--- config.mk ---
export PLATFORM = sky130hd
export DESIGN_NAME = async_mux_channel_registers
export DESIGN_NICKNAME = d
export VERILOG_FILES = /design/src/design/amcr_pkg.sv /design/src/design/async_mux_channel_registers.sv /design/src/design/amcr_front.sv /design/src/design/amcr_queue.sv /design/src/design/amcr_back.sv
export VERILOG_INCLUDE_DIRS = /design/src /design/src/design
export SDC_FILE = /design/constraint.sdc
export NUM_CORES = 1
export LEC_CHECK = 0
export ABC_AREA = 1
export BUFFER_PORTS_ARGS = -buffer_cell sky130_fd_sc_hd__buf_2
export CAP_MARGIN = 30
export CORE_MARGIN = 2
export CORE_UTILIZATION = 55
export CTS_CLUSTER_SIZE = 10
export DETAILED_ROUTE_END_ITERATION = 12
export PLACE_DENSITY = 0.81
export RECOVER_POWER = 25
export SLEW_MARGIN = 20
export SYNTH_ARGS = -nofsm -noshare
export SYNTH_HDL_FRONTEND = slang
export SYNTH_SLANG_ARGS = --single-unit
--- constraint.sdc ---
create_clock -name clk -period 3.1 [get_ports clk]
set_clock_uncertainty 0.2 [all_clocks]
set_input_delay 0.155 -clock clk [delete_from_list [all_inputs] [get_ports clk]]
set_output_delay 0.155 -clock clk [all_outputs]
set_load 0.01 [all_outputs]
--- src/design/assert_macros.svh ---
// Assertion macros shared by the multiplexer register block.
`ifndef ASSERT_MACROS_SVH
`define ASSERT_MACROS_SVH

// Check a property on every rising clock edge outside reset.
`define AMCR_ASSERT(label, prop, msg) \
  label: assert property (@(posedge clk) disable iff (rst) (prop)) else $error(msg);

// Check that a condition never holds on a rising clock edge outside reset.
`define AMCR_NEVER(label, cond, msg) \
  label: assert property (@(posedge clk) disable iff (rst) !(cond)) else $error(msg);

`endif

--- src/design/amcr_pkg.sv ---
// Types and constants shared by the multiplexer register block.
package amcr_pkg;

  // Operation codes of an incoming transaction
  localparam logic [2:0] OP_COMMAND  = 3'd0;
  localparam logic [2:0] OP_TRANSMIT = 3'd1;
  localparam logic [2:0] OP_FORMAT   = 3'd2;
  localparam logic [2:0] OP_READ     = 3'd3;
  localparam logic [2:0] OP_CLR_IRQ  = 3'd4;
  localparam logic [2:0] OP_SKIP     = 3'd5;
  localparam logic [2:0] OP_RX_BYTE  = 3'd6;
  localparam logic [2:0] OP_MODEM    = 3'd7;

  // Command codes in bus word bits 3:0
  localparam logic [3:0] CMD_RX_ON      = 4'h0;
  localparam logic [3:0] CMD_TX_ON      = 4'h2;
  localparam logic [3:0] CMD_TX_OFF     = 4'h3;
  localparam logic [3:0] CMD_LATCH_BUF  = 4'h4;
  localparam logic [3:0] CMD_LATCH_MDM  = 4'h5;
  localparam logic [3:0] CMD_LATCH_OUT  = 4'h7;
  localparam logic [3:0] CMD_DTR_ON     = 4'h8;
  localparam logic [3:0] CMD_DTR_OFF    = 4'h9;

  // Format selectors in bus word bits 5:4
  localparam logic [1:0] FMT_LINE0   = 2'd0;
  localparam logic [1:0] FMT_LINE1   = 2'd1;
  localparam logic [1:0] FMT_RX_BAUD = 2'd2;
  localparam logic [1:0] FMT_TX_BAUD = 2'd3;

  // Skip test kinds
  localparam logic [1:0] SKIP_BUSY_NZ = 2'd0;
  localparam logic [1:0] SKIP_BUSY_Z  = 2'd1;
  localparam logic [1:0] SKIP_DONE_NZ = 2'd2;
  localparam logic [1:0] SKIP_DONE_Z  = 2'd3;

  // Parity codes
  localparam logic [1:0] PAR_ODD  = 2'd0;
  localparam logic [1:0] PAR_EVEN = 2'd1;
  localparam logic [1:0] PAR_NONE = 2'd2;

  // Fixed words
  localparam logic [15:0] BUF_EMPTY_WORD  = 16'h0080;
  localparam logic [15:0] OUT_STATUS_WORD = 16'hC000;
  localparam logic [2:0]  MODEM_CH0_RESET = 3'b110;

  // Queue between decode and execute
  localparam int QUEUE_DEPTH = 2;
  localparam int QPTR_W      = $clog2(QUEUE_DEPTH);
  localparam int QCNT_W      = $clog2(QUEUE_DEPTH + 1);

  // Classified action of one transaction
  typedef enum logic [4:0] {
    ACT_NONE,
    ACT_RX_MODE,
    ACT_TX_ON,
    ACT_TX_OFF,
    ACT_LATCH_BUF,
    ACT_LATCH_MODEM,
    ACT_LATCH_OUT,
    ACT_DTR_ON,
    ACT_DTR_OFF,
    ACT_BAD_CMD,
    ACT_TRANSMIT,
    ACT_FMT_LINE,
    ACT_FMT_RX_BAUD,
    ACT_FMT_TX_BAUD,
    ACT_READ,
    ACT_CLR_IRQ,
    ACT_SKIP,
    ACT_SKIP_BAD,
    ACT_RX_BYTE,
    ACT_MODEM
  } act_t;

  // Decoded transaction handed from front to back
  typedef struct packed {
    act_t       act;
    logic [2:0] ch;
    logic       ok;
    logic [7:0] data;
  } dec_t;

endpackage

--- src/design/async_mux_channel_registers.sv ---
// Top level of the multiplexer register block: front, queue and back.
//
//  Channel   Handshake             Payload
//  input     in_valid / in_ready   op, bus_word, skip_kind, line_channel, rx_byte,
//                                  ring, carrier, set_ready
//  result    out_valid / out_ready read_data, tx_valid, tx_channel, tx_byte, skip,
//                                  irq_request, error, dtr_level, tx_enabled
//
//  One transaction per cycle is sustained while out_ready stays high; each accepted
//  transaction is written into the queue, then popped from it and executed into the
//  result register, from which it can be taken.
//  Execution of one transaction per cycle is set by the single state update port.
//  Reset clears all channel state; channel 0 modem lines read
//  carrier and ready.
//  When out_ready is low the result register holds and the two-entry queue fills;
//  in_ready drops only once the queue is full.
module async_mux_channel_registers #(
  parameter int CHANNELS = 8
) (
  input  logic        clk,
  input  logic        rst,
  input  logic        in_valid,
  output logic        in_ready,
  input  logic [2:0]  op,
  input  logic [15:0] bus_word,
  input  logic [1:0]  skip_kind,
  input  logic [2:0]  line_channel,
  input  logic [7:0]  rx_byte,
  input  logic        ring,
  input  logic        carrier,
  input  logic        set_ready,
  output logic        out_valid,
  input  logic        out_ready,
  output logic [15:0] read_data,
  output logic        tx_valid,
  output logic [2:0]  tx_channel,
  output logic [7:0]  tx_byte,
  output logic        skip,
  output logic        irq_request,
  output logic        error,
  output logic        dtr_level,
  output logic        tx_enabled
);

  amcr_pkg::dec_t dec;
  amcr_pkg::dec_t head_data;
  logic           full;
  logic           head_valid;
  logic           pop;
  logic           push;

  assign in_ready = !full;
  assign push     = in_valid && in_ready;

  // Classify incoming transactions
  amcr_front #(
    .CHANNELS (CHANNELS)
  ) u_front (
    .op           (op),
    .bus_word     (bus_word),
    .skip_kind    (skip_kind),
    .line_channel (line_channel),
    .rx_byte      (rx_byte),
    .ring         (ring),
    .carrier      (carrier),
    .set_ready    (set_ready),
    .dec          (dec)
  );

  // Buffer decoded transactions
  amcr_queue u_queue (
    .clk        (clk),
    .rst        (rst),
    .push       (push),
    .push_data  (dec),
    .full       (full),
    .pop        (pop),
    .head_valid (head_valid),
    .head_data  (head_data)
  );

  // Execute and register results
  amcr_back #(
    .CHANNELS (CHANNELS)
  ) u_back (
    .clk         (clk),
    .rst         (rst),
    .head_valid  (head_valid),
    .head_data   (head_data),
    .pop         (pop),
    .out_valid   (out_valid),
    .out_ready   (out_ready),
    .read_data   (read_data),
    .tx_valid    (tx_valid),
    .tx_channel  (tx_channel),
    .tx_byte     (tx_byte),
    .skip        (skip),
    .irq_request (irq_request),
    .error       (error),
    .dtr_level   (dtr_level),
    .tx_enabled  (tx_enabled)
  );

endmodule

--- src/design/amcr_front.sv ---
// Front end: classify each incoming transaction into a decoded action.
module amcr_front #(
  parameter int CHANNELS = 8
) (
  input  logic [2:0]       op,
  input  logic [15:0]      bus_word,
  input  logic [1:0]       skip_kind,
  input  logic [2:0]       line_channel,
  input  logic [7:0]       rx_byte,
  input  logic             ring,
  input  logic             carrier,
  input  logic             set_ready,
  output amcr_pkg::dec_t   dec
);

  localparam logic [3:0] CH_LIMIT = 4'(CHANNELS);

  logic [2:0] ch;
  logic       ok;

  // Pick the addressed channel and check it against the channel count
  assign ch = (op == amcr_pkg::OP_RX_BYTE || op == amcr_pkg::OP_MODEM) ?
              line_channel : bus_word[10:8];
  assign ok = ({1'b0, ch} < CH_LIMIT);

  // Classify the transaction
  always_comb begin
    dec.ch   = ch;
    dec.ok   = ok;
    dec.data = 8'd0;
    dec.act  = amcr_pkg::ACT_NONE;
    case (op)
      amcr_pkg::OP_COMMAND: begin
        if (ok) begin
          case (bus_word[3:0])
            amcr_pkg::CMD_RX_ON:     dec.act = amcr_pkg::ACT_RX_MODE;
            amcr_pkg::CMD_TX_ON:     dec.act = amcr_pkg::ACT_TX_ON;
            amcr_pkg::CMD_TX_OFF:    dec.act = amcr_pkg::ACT_TX_OFF;
            amcr_pkg::CMD_LATCH_BUF: dec.act = amcr_pkg::ACT_LATCH_BUF;
            amcr_pkg::CMD_LATCH_MDM: dec.act = amcr_pkg::ACT_LATCH_MODEM;
            amcr_pkg::CMD_LATCH_OUT: dec.act = amcr_pkg::ACT_LATCH_OUT;
            amcr_pkg::CMD_DTR_ON:    dec.act = amcr_pkg::ACT_DTR_ON;
            amcr_pkg::CMD_DTR_OFF:   dec.act = amcr_pkg::ACT_DTR_OFF;
            default:                 dec.act = amcr_pkg::ACT_BAD_CMD;
          endcase
        end
      end
      amcr_pkg::OP_TRANSMIT: begin
        if (ok) begin
          dec.act  = amcr_pkg::ACT_TRANSMIT;
          dec.data = bus_word[7:0];
        end
      end
      amcr_pkg::OP_FORMAT: begin
        if (ok) begin
          case (bus_word[5:4])
            amcr_pkg::FMT_LINE0,
            amcr_pkg::FMT_LINE1: begin
              dec.act  = amcr_pkg::ACT_FMT_LINE;
              dec.data = {2'b00, bus_word[5:0]};
            end
            amcr_pkg::FMT_RX_BAUD: begin
              dec.act  = amcr_pkg::ACT_FMT_RX_BAUD;
              dec.data = {4'd0, bus_word[3:0]};
            end
            default: begin
              dec.act  = amcr_pkg::ACT_FMT_TX_BAUD;
              dec.data = {4'd0, bus_word[3:0]};
            end
          endcase
        end
      end
      amcr_pkg::OP_READ:    dec.act = amcr_pkg::ACT_READ;
      amcr_pkg::OP_CLR_IRQ: dec.act = amcr_pkg::ACT_CLR_IRQ;
      amcr_pkg::OP_SKIP: begin
        case (skip_kind)
          amcr_pkg::SKIP_BUSY_Z,
          amcr_pkg::SKIP_DONE_NZ: dec.act = amcr_pkg::ACT_SKIP;
          amcr_pkg::SKIP_DONE_Z:  dec.act = amcr_pkg::ACT_SKIP_BAD;
          default:                dec.act = amcr_pkg::ACT_NONE;
        endcase
      end
      amcr_pkg::OP_RX_BYTE: begin
        if (ok) begin
          dec.act  = amcr_pkg::ACT_RX_BYTE;
          dec.data = rx_byte;
        end
      end
      default: begin
        if (ok) begin
          dec.act  = amcr_pkg::ACT_MODEM;
          dec.data = {5'd0, set_ready, carrier, ring};
        end
      end
    endcase
  end

endmodule

--- src/design/amcr_queue.sv ---
// Short queue of decoded transactions between front and back.
module amcr_queue (
  input  logic           clk,
  input  logic           rst,
  input  logic           push,
  input  amcr_pkg::dec_t push_data,
  output logic           full,
  input  logic           pop,
  output logic           head_valid,
  output amcr_pkg::dec_t head_data
);

  amcr_pkg::dec_t                 slots [amcr_pkg::QUEUE_DEPTH];
  logic [amcr_pkg::QPTR_W-1:0]    wr_ptr;
  logic [amcr_pkg::QPTR_W-1:0]    rd_ptr;
  logic [amcr_pkg::QCNT_W-1:0]    count;

  assign full       = (count == amcr_pkg::QCNT_W'(amcr_pkg::QUEUE_DEPTH));
  assign head_valid = (count != '0);
  assign head_data  = slots[rd_ptr];

  // Advance pointers and occupancy
  always_ff @(posedge clk) begin
    if (rst) begin
      wr_ptr <= '0;
      rd_ptr <= '0;
      count  <= '0;
    end else begin
      if (push) wr_ptr <= wr_ptr + 1'b1;
      if (pop)  rd_ptr <= rd_ptr + 1'b1;
      case ({push, pop})
        2'b10:   count <= count + 1'b1;
        2'b01:   count <= count - 1'b1;
        default: count <= count;
      endcase
    end
  end

  // Store the pushed transaction
  always_ff @(posedge clk) begin
    if (push) slots[wr_ptr] <= push_data;
  end

endmodule

--- src/design/amcr_back.sv ---
// Back end: per-channel state, execution of decoded actions, result register.
`include "assert_macros.svh"
module amcr_back #(
  parameter int CHANNELS = 8
) (
  input  logic           clk,
  input  logic           rst,
  input  logic           head_valid,
  input  amcr_pkg::dec_t head_data,
  output logic           pop,
  output logic           out_valid,
  input  logic           out_ready,
  output logic [15:0]    read_data,
  output logic           tx_valid,
  output logic [2:0]     tx_channel,
  output logic [7:0]     tx_byte,
  output logic           skip,
  output logic           irq_request,
  output logic           error,
  output logic           dtr_level,
  output logic           tx_enabled
);

  localparam int CH_W = (CHANNELS > 1) ? $clog2(CHANNELS) : 1;

  // Per-channel state
  logic [15:0] input_buffer   [CHANNELS];
  logic        receive_mode   [CHANNELS];
  logic        transmit_mode  [CHANNELS];
  logic        terminal_ready [CHANNELS];
  logic [2:0]  modem_lines    [CHANNELS];
  logic [1:0]  data_bits_code [CHANNELS];
  logic        two_stop_bits  [CHANNELS];
  logic [1:0]  parity_mode    [CHANNELS];
  logic [3:0]  rx_baud_index  [CHANNELS];
  logic [3:0]  tx_baud_index  [CHANNELS];
  logic [15:0] read_latch;
  logic        irq_pending;

  amcr_pkg::act_t  act;
  logic [CH_W-1:0] ci;
  logic            ok;
  logic [7:0]      data;
  logic [2:0]      mdm;
  logic [15:0]     modem_word;
  logic [1:0]      parity_next;
  logic            irq_next;
  logic            dtr_next;
  logic            txen_next;

  assign act  = head_data.act;
  assign ci   = head_data.ch[CH_W-1:0];
  assign ok   = head_data.ok;
  assign data = head_data.data;
  assign pop  = head_valid && (!out_valid || out_ready);

  // Build modem status word and line parity
  assign mdm         = modem_lines[ci];
  assign modem_word  = {mdm[0], ~mdm[1], ~mdm[2], 13'd0};
  assign parity_next = (data[3:2] == 2'd0) ? amcr_pkg::PAR_ODD :
                       (data[3:2] == 2'd1) ? amcr_pkg::PAR_EVEN : amcr_pkg::PAR_NONE;

  // Work out levels after this transaction
  always_comb begin
    irq_next = irq_pending;
    if (act == amcr_pkg::ACT_CLR_IRQ)      irq_next = 1'b0;
    else if (act == amcr_pkg::ACT_RX_BYTE) irq_next = 1'b1;

    dtr_next = 1'b0;
    txen_next = 1'b0;
    if (ok) begin
      dtr_next  = terminal_ready[ci];
      txen_next = transmit_mode[ci];
      if (act == amcr_pkg::ACT_DTR_ON)       dtr_next  = 1'b1;
      else if (act == amcr_pkg::ACT_DTR_OFF) dtr_next  = 1'b0;
      if (act == amcr_pkg::ACT_TX_ON)        txen_next = 1'b1;
      else if (act == amcr_pkg::ACT_TX_OFF)  txen_next = 1'b0;
    end
  end

  // Update channel state on each executed transaction
  always_ff @(posedge clk) begin
    if (rst) begin
      for (int i = 0; i < CHANNELS; i++) begin
        input_buffer[i]   <= '0;
        receive_mode[i]   <= 1'b0;
        transmit_mode[i]  <= 1'b0;
        terminal_ready[i] <= 1'b0;
        modem_lines[i]    <= (i == 0) ? amcr_pkg::MODEM_CH0_RESET : 3'b000;
        data_bits_code[i] <= '0;
        two_stop_bits[i]  <= 1'b0;
        parity_mode[i]    <= amcr_pkg::PAR_ODD;
        rx_baud_index[i]  <= '0;
        tx_baud_index[i]  <= '0;
      end
      read_latch     <= '0;
      irq_pending    <= 1'b0;
    end else if (pop) begin
      irq_pending <= irq_next;
      case (act)
        amcr_pkg::ACT_RX_MODE:     receive_mode[ci]   <= 1'b1;
        amcr_pkg::ACT_TX_ON:       transmit_mode[ci]  <= 1'b1;
        amcr_pkg::ACT_TX_OFF:      transmit_mode[ci]  <= 1'b0;
        amcr_pkg::ACT_DTR_ON:      terminal_ready[ci] <= 1'b1;
        amcr_pkg::ACT_DTR_OFF:     terminal_ready[ci] <= 1'b0;
        amcr_pkg::ACT_LATCH_BUF: begin
          read_latch       <= input_buffer[ci];
          input_buffer[ci] <= amcr_pkg::BUF_EMPTY_WORD;
        end
        amcr_pkg::ACT_LATCH_MODEM: read_latch <= modem_word;
        amcr_pkg::ACT_LATCH_OUT:   read_latch <= amcr_pkg::OUT_STATUS_WORD;
        amcr_pkg::ACT_FMT_LINE: begin
          two_stop_bits[ci]  <= data[4];
          data_bits_code[ci] <= data[1:0];
          parity_mode[ci]    <= parity_next;
        end
        amcr_pkg::ACT_FMT_RX_BAUD: rx_baud_index[ci] <= data[3:0];
        amcr_pkg::ACT_FMT_TX_BAUD: tx_baud_index[ci] <= data[3:0];
        amcr_pkg::ACT_RX_BYTE:     input_buffer[ci]  <= {8'h80, data};
        amcr_pkg::ACT_MODEM:       modem_lines[ci]   <= data[2:0];
        default: ;
      endcase
    end
  end

  // Hold the result until the transaction is taken
  always_ff @(posedge clk) begin
    if (rst) begin
      out_valid <= 1'b0;
    end else begin
      out_valid <= pop || (out_valid && !out_ready);
    end
  end

  // Load result payload
  always_ff @(posedge clk) begin
    if (pop) begin
      read_data   <= (act == amcr_pkg::ACT_READ) ? read_latch : 16'd0;
      tx_valid    <= (act == amcr_pkg::ACT_TRANSMIT);
      tx_channel  <= (act == amcr_pkg::ACT_TRANSMIT) ? head_data.ch : 3'd0;
      tx_byte     <= (act == amcr_pkg::ACT_TRANSMIT) ? data : 8'd0;
      skip        <= (act == amcr_pkg::ACT_SKIP);
      irq_request <= irq_next;
      error       <= (act == amcr_pkg::ACT_BAD_CMD) || (act == amcr_pkg::ACT_SKIP_BAD);
      dtr_level   <= dtr_next;
      tx_enabled  <= txen_next;
    end
  end

  `AMCR_ASSERT(a_tx_alone, out_valid && tx_valid |-> !error && !skip && read_data == 16'd0, "transmit result carries other flags")
  `AMCR_ASSERT(a_clr_irq, pop && act == amcr_pkg::ACT_CLR_IRQ |=> !irq_pending && !irq_request, "interrupt not cleared")
  `AMCR_ASSERT(a_rx_irq, pop && act == amcr_pkg::ACT_RX_BYTE |=> irq_pending && irq_request, "received byte raised no interrupt")
  `AMCR_ASSERT(a_latch_hold, !(pop && (act == amcr_pkg::ACT_LATCH_BUF || act == amcr_pkg::ACT_LATCH_MODEM || act == amcr_pkg::ACT_LATCH_OUT)) |=> $stable(read_latch), "read latch changed without a latch command")

endmodule

==> results_dict.tcl, run 1 <==
set metrics [dict create \
    slew_viol_final 0 \
    yosysSeqAreaShare 0.612 \
    synth_fa_ha_area_frac 0.00832 \
    cts_buffers 17 \
    crit_path_end_kind "flop" \
    insertion_delay_ps 440 \
    synth_compound_area_frac 0.0645 \
    grt_pass1_vias 6800 \
    ys_ff_latch 190 \
    num_vias 6940 \
    fillers 1263 \
    hold_viol 0 \
    netlist_area_mm2 0.00902 \
    antennaDiodeCount 0 \
    grt_pass1_wl_mm 33.5 \
    cp_max_fo 25 \
    ys_async_sr_fraction 0 \
    crit_buf_inv 3 \
    worstRegToRegCells 11 \
    wl_per_cell_um 16.1 \
    path_depth 11 \
    ys_types 34 \
    antenna_found_initial 0 \
    final_antenna_net_count 0 \
    cts_setup_buffers 0 \
    drv_cap 0 \
    viasPerCell 5.35 \
    dp_hpwl_mm 14.3 \
    synth_edf_count 172 \
    synth.top_cells.by_area "edfxtp_1 57%, nand2_1 9.4%, nor2_1 7.5%, dfxtp_1 4.0%, inv_1 4.0%" \
    nNetsFinal 1114 \
    fp.dieArea_mm2 0.0174 \
    max_freq_mhz 360 \
    area.sequential_mm2 0.00553 \
    ir_drop_v 0.000687 \
    dp_cells 1239 \
    setup_violations 0 \
    reg2reg_to "u_back.read_latch[6]$_SDFFE_PP0P_" \
    grt_overflow_total 0 \
    multi_input_area_mm2 0.00290 \
    synth_commonest_cells "226 x nand2_1, 181 x nor2_1, 172 x edfxtp_1" \
    worst-setup-path-type "reg -> reg" \
    synth_xor_area_frac 0 \
    worstMarginPinSlew_ps 919 \
    gp_congestion 0.903 \
    path_cells "buf_4, nand2_1, nand2_1, buf_4, buf_4, nor2_1, o21ai_0, nand2_1, nand2_1, nand3_1, a21oi_1" \
    area_delta_synth_final_pct 15.7 \
    yosys_warnings 0 \
    fin_cells 1298 \
    synthMuxAreaShare 0.00777 \
    grt_max_degree 45 \
    timing.final.crit_share 0.896 \
    worst_path_most_repeated_cell "nand2_1" \
    max_slew_margin 0.387 \
    row_count 46 \
    ys_dominant_reg_cell "edfxtp_1" \
    synth_largest_type_area_fraction 0.572 \
    io_buffer_count 63 \
    cts_max_path_buffers 2 \
    die_width_um 132 \
    start_util 0.566 \
    final.setup.tns_ps 0 \
    synth-simple-area-share 0.238 \
    groute.usage.overall 0.250 \
    avgSynthCellArea_um2 9.35 \
    cts_tree "yes" \
    arrival_ps 2940 \
    die_height_um 132 \
    rsz0062_at_grt "false" \
    layout-drive-gt1-share 0.126 \
    critPathLaunchType "flop" \
    yosysMostFrequentCell "nand2_1" \
    cp.required_ps 3270 \
    drcViolationCount 0 \
    routed_wl_mm 20.9 \
    cp_top_family "buffers and inverters" \
    core_area_mm2 0.0159 \
    pwr_density_cell_mw_per_mm2 789 \
    dp_slack_ps 373 \
    cts_max_level 4 \
    cp_slowest_stage_delay_ps 510 \
    leakagePower_nw 4.40 \
    hold_path.class "in -> reg" \
    synth_cells 965 \
    min_period_ps 2780 \
    reg2reg_slack_ps 320 \
    drt_pass1_iterations 5 \
    outcome "finished clean" \
    synth_top_family_by_area "simple AND/OR/NAND/NOR gates" \
    setup_slack_ps 322 \
    drtIter0Drc 678 \
    slowest_stage "dfxtp_1" \
    root_buffer "clkbuf_16" \
    clkSinkCount 190 \
    yosys.area.top_type "edfxtp_1" \
    cts_resized 0 \
    cp-endpoint "u_back.read_latch[6]$_SDFFE_PP0P_" \
    clkTransAtPathRegs_ps 70 \
    ios 74 \
]
layout make-up:
cell class              count  share of cell area
clock buffers              18              0.0431
flip-flops and latches    190               0.529
multi-input cells         630               0.277
inverters                 111              0.0399
repair buffers            119              0.0732
clock inverters            14              0.0113
well taps                 216              0.0259
sequential cells by signal (all words and copies together) (netlist names), 2 cells and up, named ones only:
signal / count
u_back.input_buffer: 72
u_back.transmit_mode: 8
u_back.read_data: 11
u_back.tx_byte: 8
u_queue.slots: 32
u_back.modem_lines: 24
u_back.tx_channel: 3
u_back.terminal_ready: 8
u_back.read_latch: 11
u_queue.count: 2
kinds of logic (layout without fill, tap and decap cells):
logic type               count (synthesis)  count (layout)
AND/OR/NAND/NOR                        505             505
flip-flops                             190             190
buffers and inverters                  149             262
AO/OA/AOI/OAI                          107             107
multiplexers                             7               7
adder cells (fa/ha/maj)                  6               6
other                                    1               5
through the flow:
| step | utilization | total power, W | area [um2] | hold WS, ps |
|---|---|---|---|---|
| final | 0.655 | 0.00824 | 10400 | 9.32 |
| after global routing | 0.655 | 0.00866 | 10400 | 6.97 |
| after CTS | 0.658 | 0.00826 | 10500 | 5.44 |
| after detailed placement | 0.606 | 0.00615 | 9650 | 249 |
| after global placement | 0.606 | 0.00609 | 9650 | 236 |
| after floorplan | - | 0.00518 | 9040 | 135 |
per-layer routing:
metal,GRT usage,vias to the layer above,share of wire
met5,0,-,0
met4,0.124,0,0.030
li1,-,3363,-
met2,0.421,331,0.51
met1,0.298,3196,0.38
met3,0.0646,50,0.082
where the power goes:
part | total (W) | leakage, nW | switching, W | internal [W]
clock network | 0.00210 | 0.286 | 0.000996 | 0.00110
registers | 0.00334 | 1.88 | 0.000122 | 0.00322
logic | 0.00280 | 2.24 | 0.00203 | 0.000762
total | 0.00824 | 4.40 | 0.00315 | 0.00508
worst register-to-register path: cells and delay by family, from the launching register on:
family,cells,cell delay (ps)
buf+inv,3,930
simple gates,6,740
compound gates,2,320
flops,1,510
cell usage in the layout, fill, tap and decap left out, types with 2 or more instances in the layout:
| cell type | n |
|---|---|
| ha_1 | 6 |
| inv_8 | 2 |
| nand4_1 | 7 |
| dlygate4sd3_1 | 27 |
| nand3_1 | 50 |
| or2_2 | 2 |
| inv_1 | 96 |
| nand2_2 | 8 |
| inv_4 | 2 |
| nand2_1 | 226 |
| o21ai_0 | 68 |
| o22ai_1 | 3 |
| nor2_2 | 3 |
| conb_1 | 5 |
| o221ai_1 | 3 |
| clkbuf_16 | 18 |
| clkbuf_1 | 34 |
| nor3_1 | 11 |
| inv_2 | 15 |
| clkinv_2 | 2 |
| mux2i_1 | 7 |
| a21oi_1 | 21 |
| nor3_2 | 2 |
| edfxtp_1 | 172 |
| dfxtp_1 | 18 |
| buf_2 | 30 |
| o211ai_1 | 4 |
| a31oi_1 | 2 |
| o21ai_1 | 3 |
| o21ai_2 | 2 |
| inv_6 | 5 |
| buf_4 | 25 |
| nor2_4 | 12 |
| nor2_1 | 181 |
worst min path at each step:
stage | startpoint | endpoint | slack (ps) | cells after the start
after floorplan | rst | u_back.read_latch[3]$_SDFFE_PP0P_ | 140 | 3
after global placement | u_queue.rd_ptr$_SDFFE_PP0N_ | u_queue.rd_ptr$_SDFFE_PP0N_ | 240 | 1
after detailed placement | u_queue.rd_ptr$_SDFFE_PP0N_ | flop | 250 | 1
after CTS | bus_word[3] | u_queue.slots[0][13]$_DFFE_PP_ | 5 | 4
after global routing | rx_byte[1] | u_queue.slots[0][1]$_DFFE_PP_ | 7 | 3
final | rx_byte[1] | u_queue.slots[0][1]$_DFFE_PP_ | 9 | 3
what timing repair did:
item | in CTS | in global routing
hold endpoints to repair | 39 | 0
hold buffers | 27 | 0
setup endpoints to repair | 0 | 0
Note: power is estimated with default switching activity, not from simulation.
==> inputs of run 2 (changes only) <==
CORE_UTILIZATION = 54   (was 55)
PLACE_DENSITY = 0.83   (was 0.81)
clock period = 2.2 ns   (was 3.1 ns; I/O delays follow)
==> run 2 against run 1 <==
Compared with the run above:
- the run now ends with negative setup slack left
- sequential cell count unchanged
- combinational power rose by 72%
- register-to-register slack got worse by 350 ps
- core utilization is 2.9 points higher
- sequential share of layout area down 3.9 points
- fmax up 25%
- global-route usage is 1.0 points higher
- design area increased by 7.9%
- sequential power increased by 41%
- non-clock buffer count increased by 57
- worst hold slack better by 8.3 ps
==> results_dict.tcl, run 2 (synthesized netlist as in run 1, its figures left out) <==
set metrics [dict create \
    root_buffer "clkbuf_16" \
    setup_slack_ps -28.8 \
    hold_viol 0 \
    cp_slowest_stage_delay_ps 380 \
    groute.usage.overall 0.260 \
    cts_max_path_buffers 2 \
    grt_overflow_total 0 \
    setup_violations 18 \
    row_count 47 \
    insertion_delay_ps 450 \
    worstMarginPinSlew_ps 803 \
    violations "negative setup slack" \
    crit_path_end_kind "flop" \
    clkTransAtPathRegs_ps 80 \
    largestRegisters "u_back.input_buffer: 72 flops, u_queue.slots: 32 flops, u_back.modem_lines: 24 flops" \
    clkSinkCount 190 \
    cts_max_level 4 \
    min_period_ps 2230 \
    io_buffer_count 63 \
    fp.dieArea_mm2 0.0178 \
    largest_reg_flops 72 \
    ir_drop_v 0.000695 \
    final_area_mm2 0.0113 \
    die_width_um 133 \
    cts_tree "yes" \
    antennaDiodeCount 0 \
    pwr-share-seq 0.372 \
    antenna_found_initial 0 \
    fin_cells 1359 \
    slew_viol_final 0 \
    arrival_ps 2190 \
    timing.final.crit_share 1.01 \
    critPathLaunchType "flop" \
    worst-setup-path-type "reg -> reg" \
    worstRegToRegCells 10 \
    drv_cap 0 \
    drcViolationCount 0 \
    drt_pass1_iterations 5 \
    routed_wl_mm 23.6 \
    power.internal_w 0.00768 \
    cp_max_fo 9 \
    wl_per_cell_um 17.3 \
    grt_pass1_wl_mm 35.4 \
    mostFrequentLayoutCell "nand2_1" \
    dp_slack_ps -50.3 \
    leakagePower_nw 4.79 \
    num_vias 7529 \
    p_comb_frac 0.380 \
    slowest_stage "dfxtp_4" \
    outcome "complete, but fails checks" \
    dp_hpwl_mm 15.2 \
    final_cell_mix "216 x nand2_1, 172 x edfxtp_1, 170 x nor2_1, 95 x inv_1, 63 x buf_4" \
    ios 74 \
    cp.required_ps 2170 \
    final.setup.tns_ps -331 \
    pwr_density_cell_mw_per_mm2 1120 \
    viasPerCell 5.54 \
    hold_depth 4 \
    swShare 0.393 \
    grt_max_degree 37 \
    regMostFlops "u_back.input_buffer" \
    die_height_um 133 \
    nNetsFinal 1171 \
    fillers 1139 \
    cts_buffers 17 \
    hold_path.class "in -> reg" \
    max_freq_mhz 449 \
    path_cells "buf_4, o21ai_4, nand3_1, inv_1, nand3_1, o21ai_2, buf_6, nand3_1, nand2_2, buf_12" \
    core_area_mm2 0.0165 \
    worst_hold_slack_ps 17.6 \
    area_delta_synth_final_pct 24.9 \
    dp_cells 1293 \
    worst_path_most_repeated_cell "nand3_1" \
    max_slew_margin 0.464 \
    place_area_mm2 0.0102 \
    gp_congestion 0.886 \
    final_antenna_net_count 0 \
    start_util 0.548 \
    layout-drive-gt1-share 0.194 \
    rsz0062_at_grt "true" \
    switchingPower_w 0.00498 \
    drtIter0Drc 681 \
    clkPwrFrac 0.248 \
    grt_pass1_vias 7311 \
]
-- run 2: changes by cell type in the layout (fill, tap and decap cells not counted), moves of 5 or more --
cell,delta
o21ai_1,+10
nor2_2,+10
o21ai_0,-12
buf_12,+13
nand2_1,-10
nor2_1,-11
nand2_2,+7
buf_4,+38
buf_6,+5
-- run 2: final timing paths --
check | from | to | slack (ps)
worst max register to register | flop | u_back.input_buffer[0][4]$_SDFFCE_PN0P_ | -30
worst max-delay path | flop | u_back.input_buffer[0][4]$_SDFFCE_PN0P_ | -30
worst min register to register | u_queue.rd_ptr$_SDFFE_PP0N_ | flop | 260
worst min-delay path | bus_word[3] | u_queue.slots[1][12]$_DFFE_PP_ | 20
-- run 2: layer usage --
metal / vias to the layer above / GRT usage / wire (um)
met5: - / 0 / 0
met4: 0 / 0.133 / 960
met3: 80 / 0.0571 / 2060
met2: 456 / 0.452 / 11900
met1: 3504 / 0.305 / 8660
li1: 3489 / - / -
-- run 2: area by class of cell --
type | count | area, um2 | area share
Tap cell | 220 | 275 | 0.0244
Clock buffer | 17 | 425 | 0.0378
Timing Repair Buffer | 176 | 1410 | 0.125
Clock inverter | 15 | 189 | 0.0168
Sequential cell | 190 | 5530 | 0.491
Multi-Input combinational cell | 630 | 3010 | 0.267
Inverter | 111 | 430 | 0.0382
-- run 2: repair_timing --
action | CTS | global route
setup endpoints to repair | 106 | 182
hold endpoints to repair | 41 | 0
pin swaps | 0 | 2
resized for setup | 5 | 45
gates cloned | 0 | 1
buffers inserted | 0 | 3
hold buffers | 30 | 0
-- run 2: worst max-delay path, delay by kind of cell, from the launching register on --
kind            cells  cell delay (ps)
buf+inv             4              540
simple gates        4              510
flops               1              380
compound gates      2              300
-- run 2: power groups by stage --
stage,combinational [W],clock (W),sequential [W]
after global routing,0.00515,0.00330,0.00476
after floorplan,0.00247,0,0.00489
after CTS,0.00454,0.00315,0.00469
after detailed placement,0.00443,0,0.00476
final,0.00481,0.00314,0.00472
after global placement,0.00430,0,0.00475
-- run 2: per-stage QoR --
stage,total power (W),util
finish,0.0127,0.684
CTS,0.0124,0.677
global route,0.0132,0.684
global placement,0.00905,0.621
detailed placement,0.00919,0.621
floorplan,0.00735,-
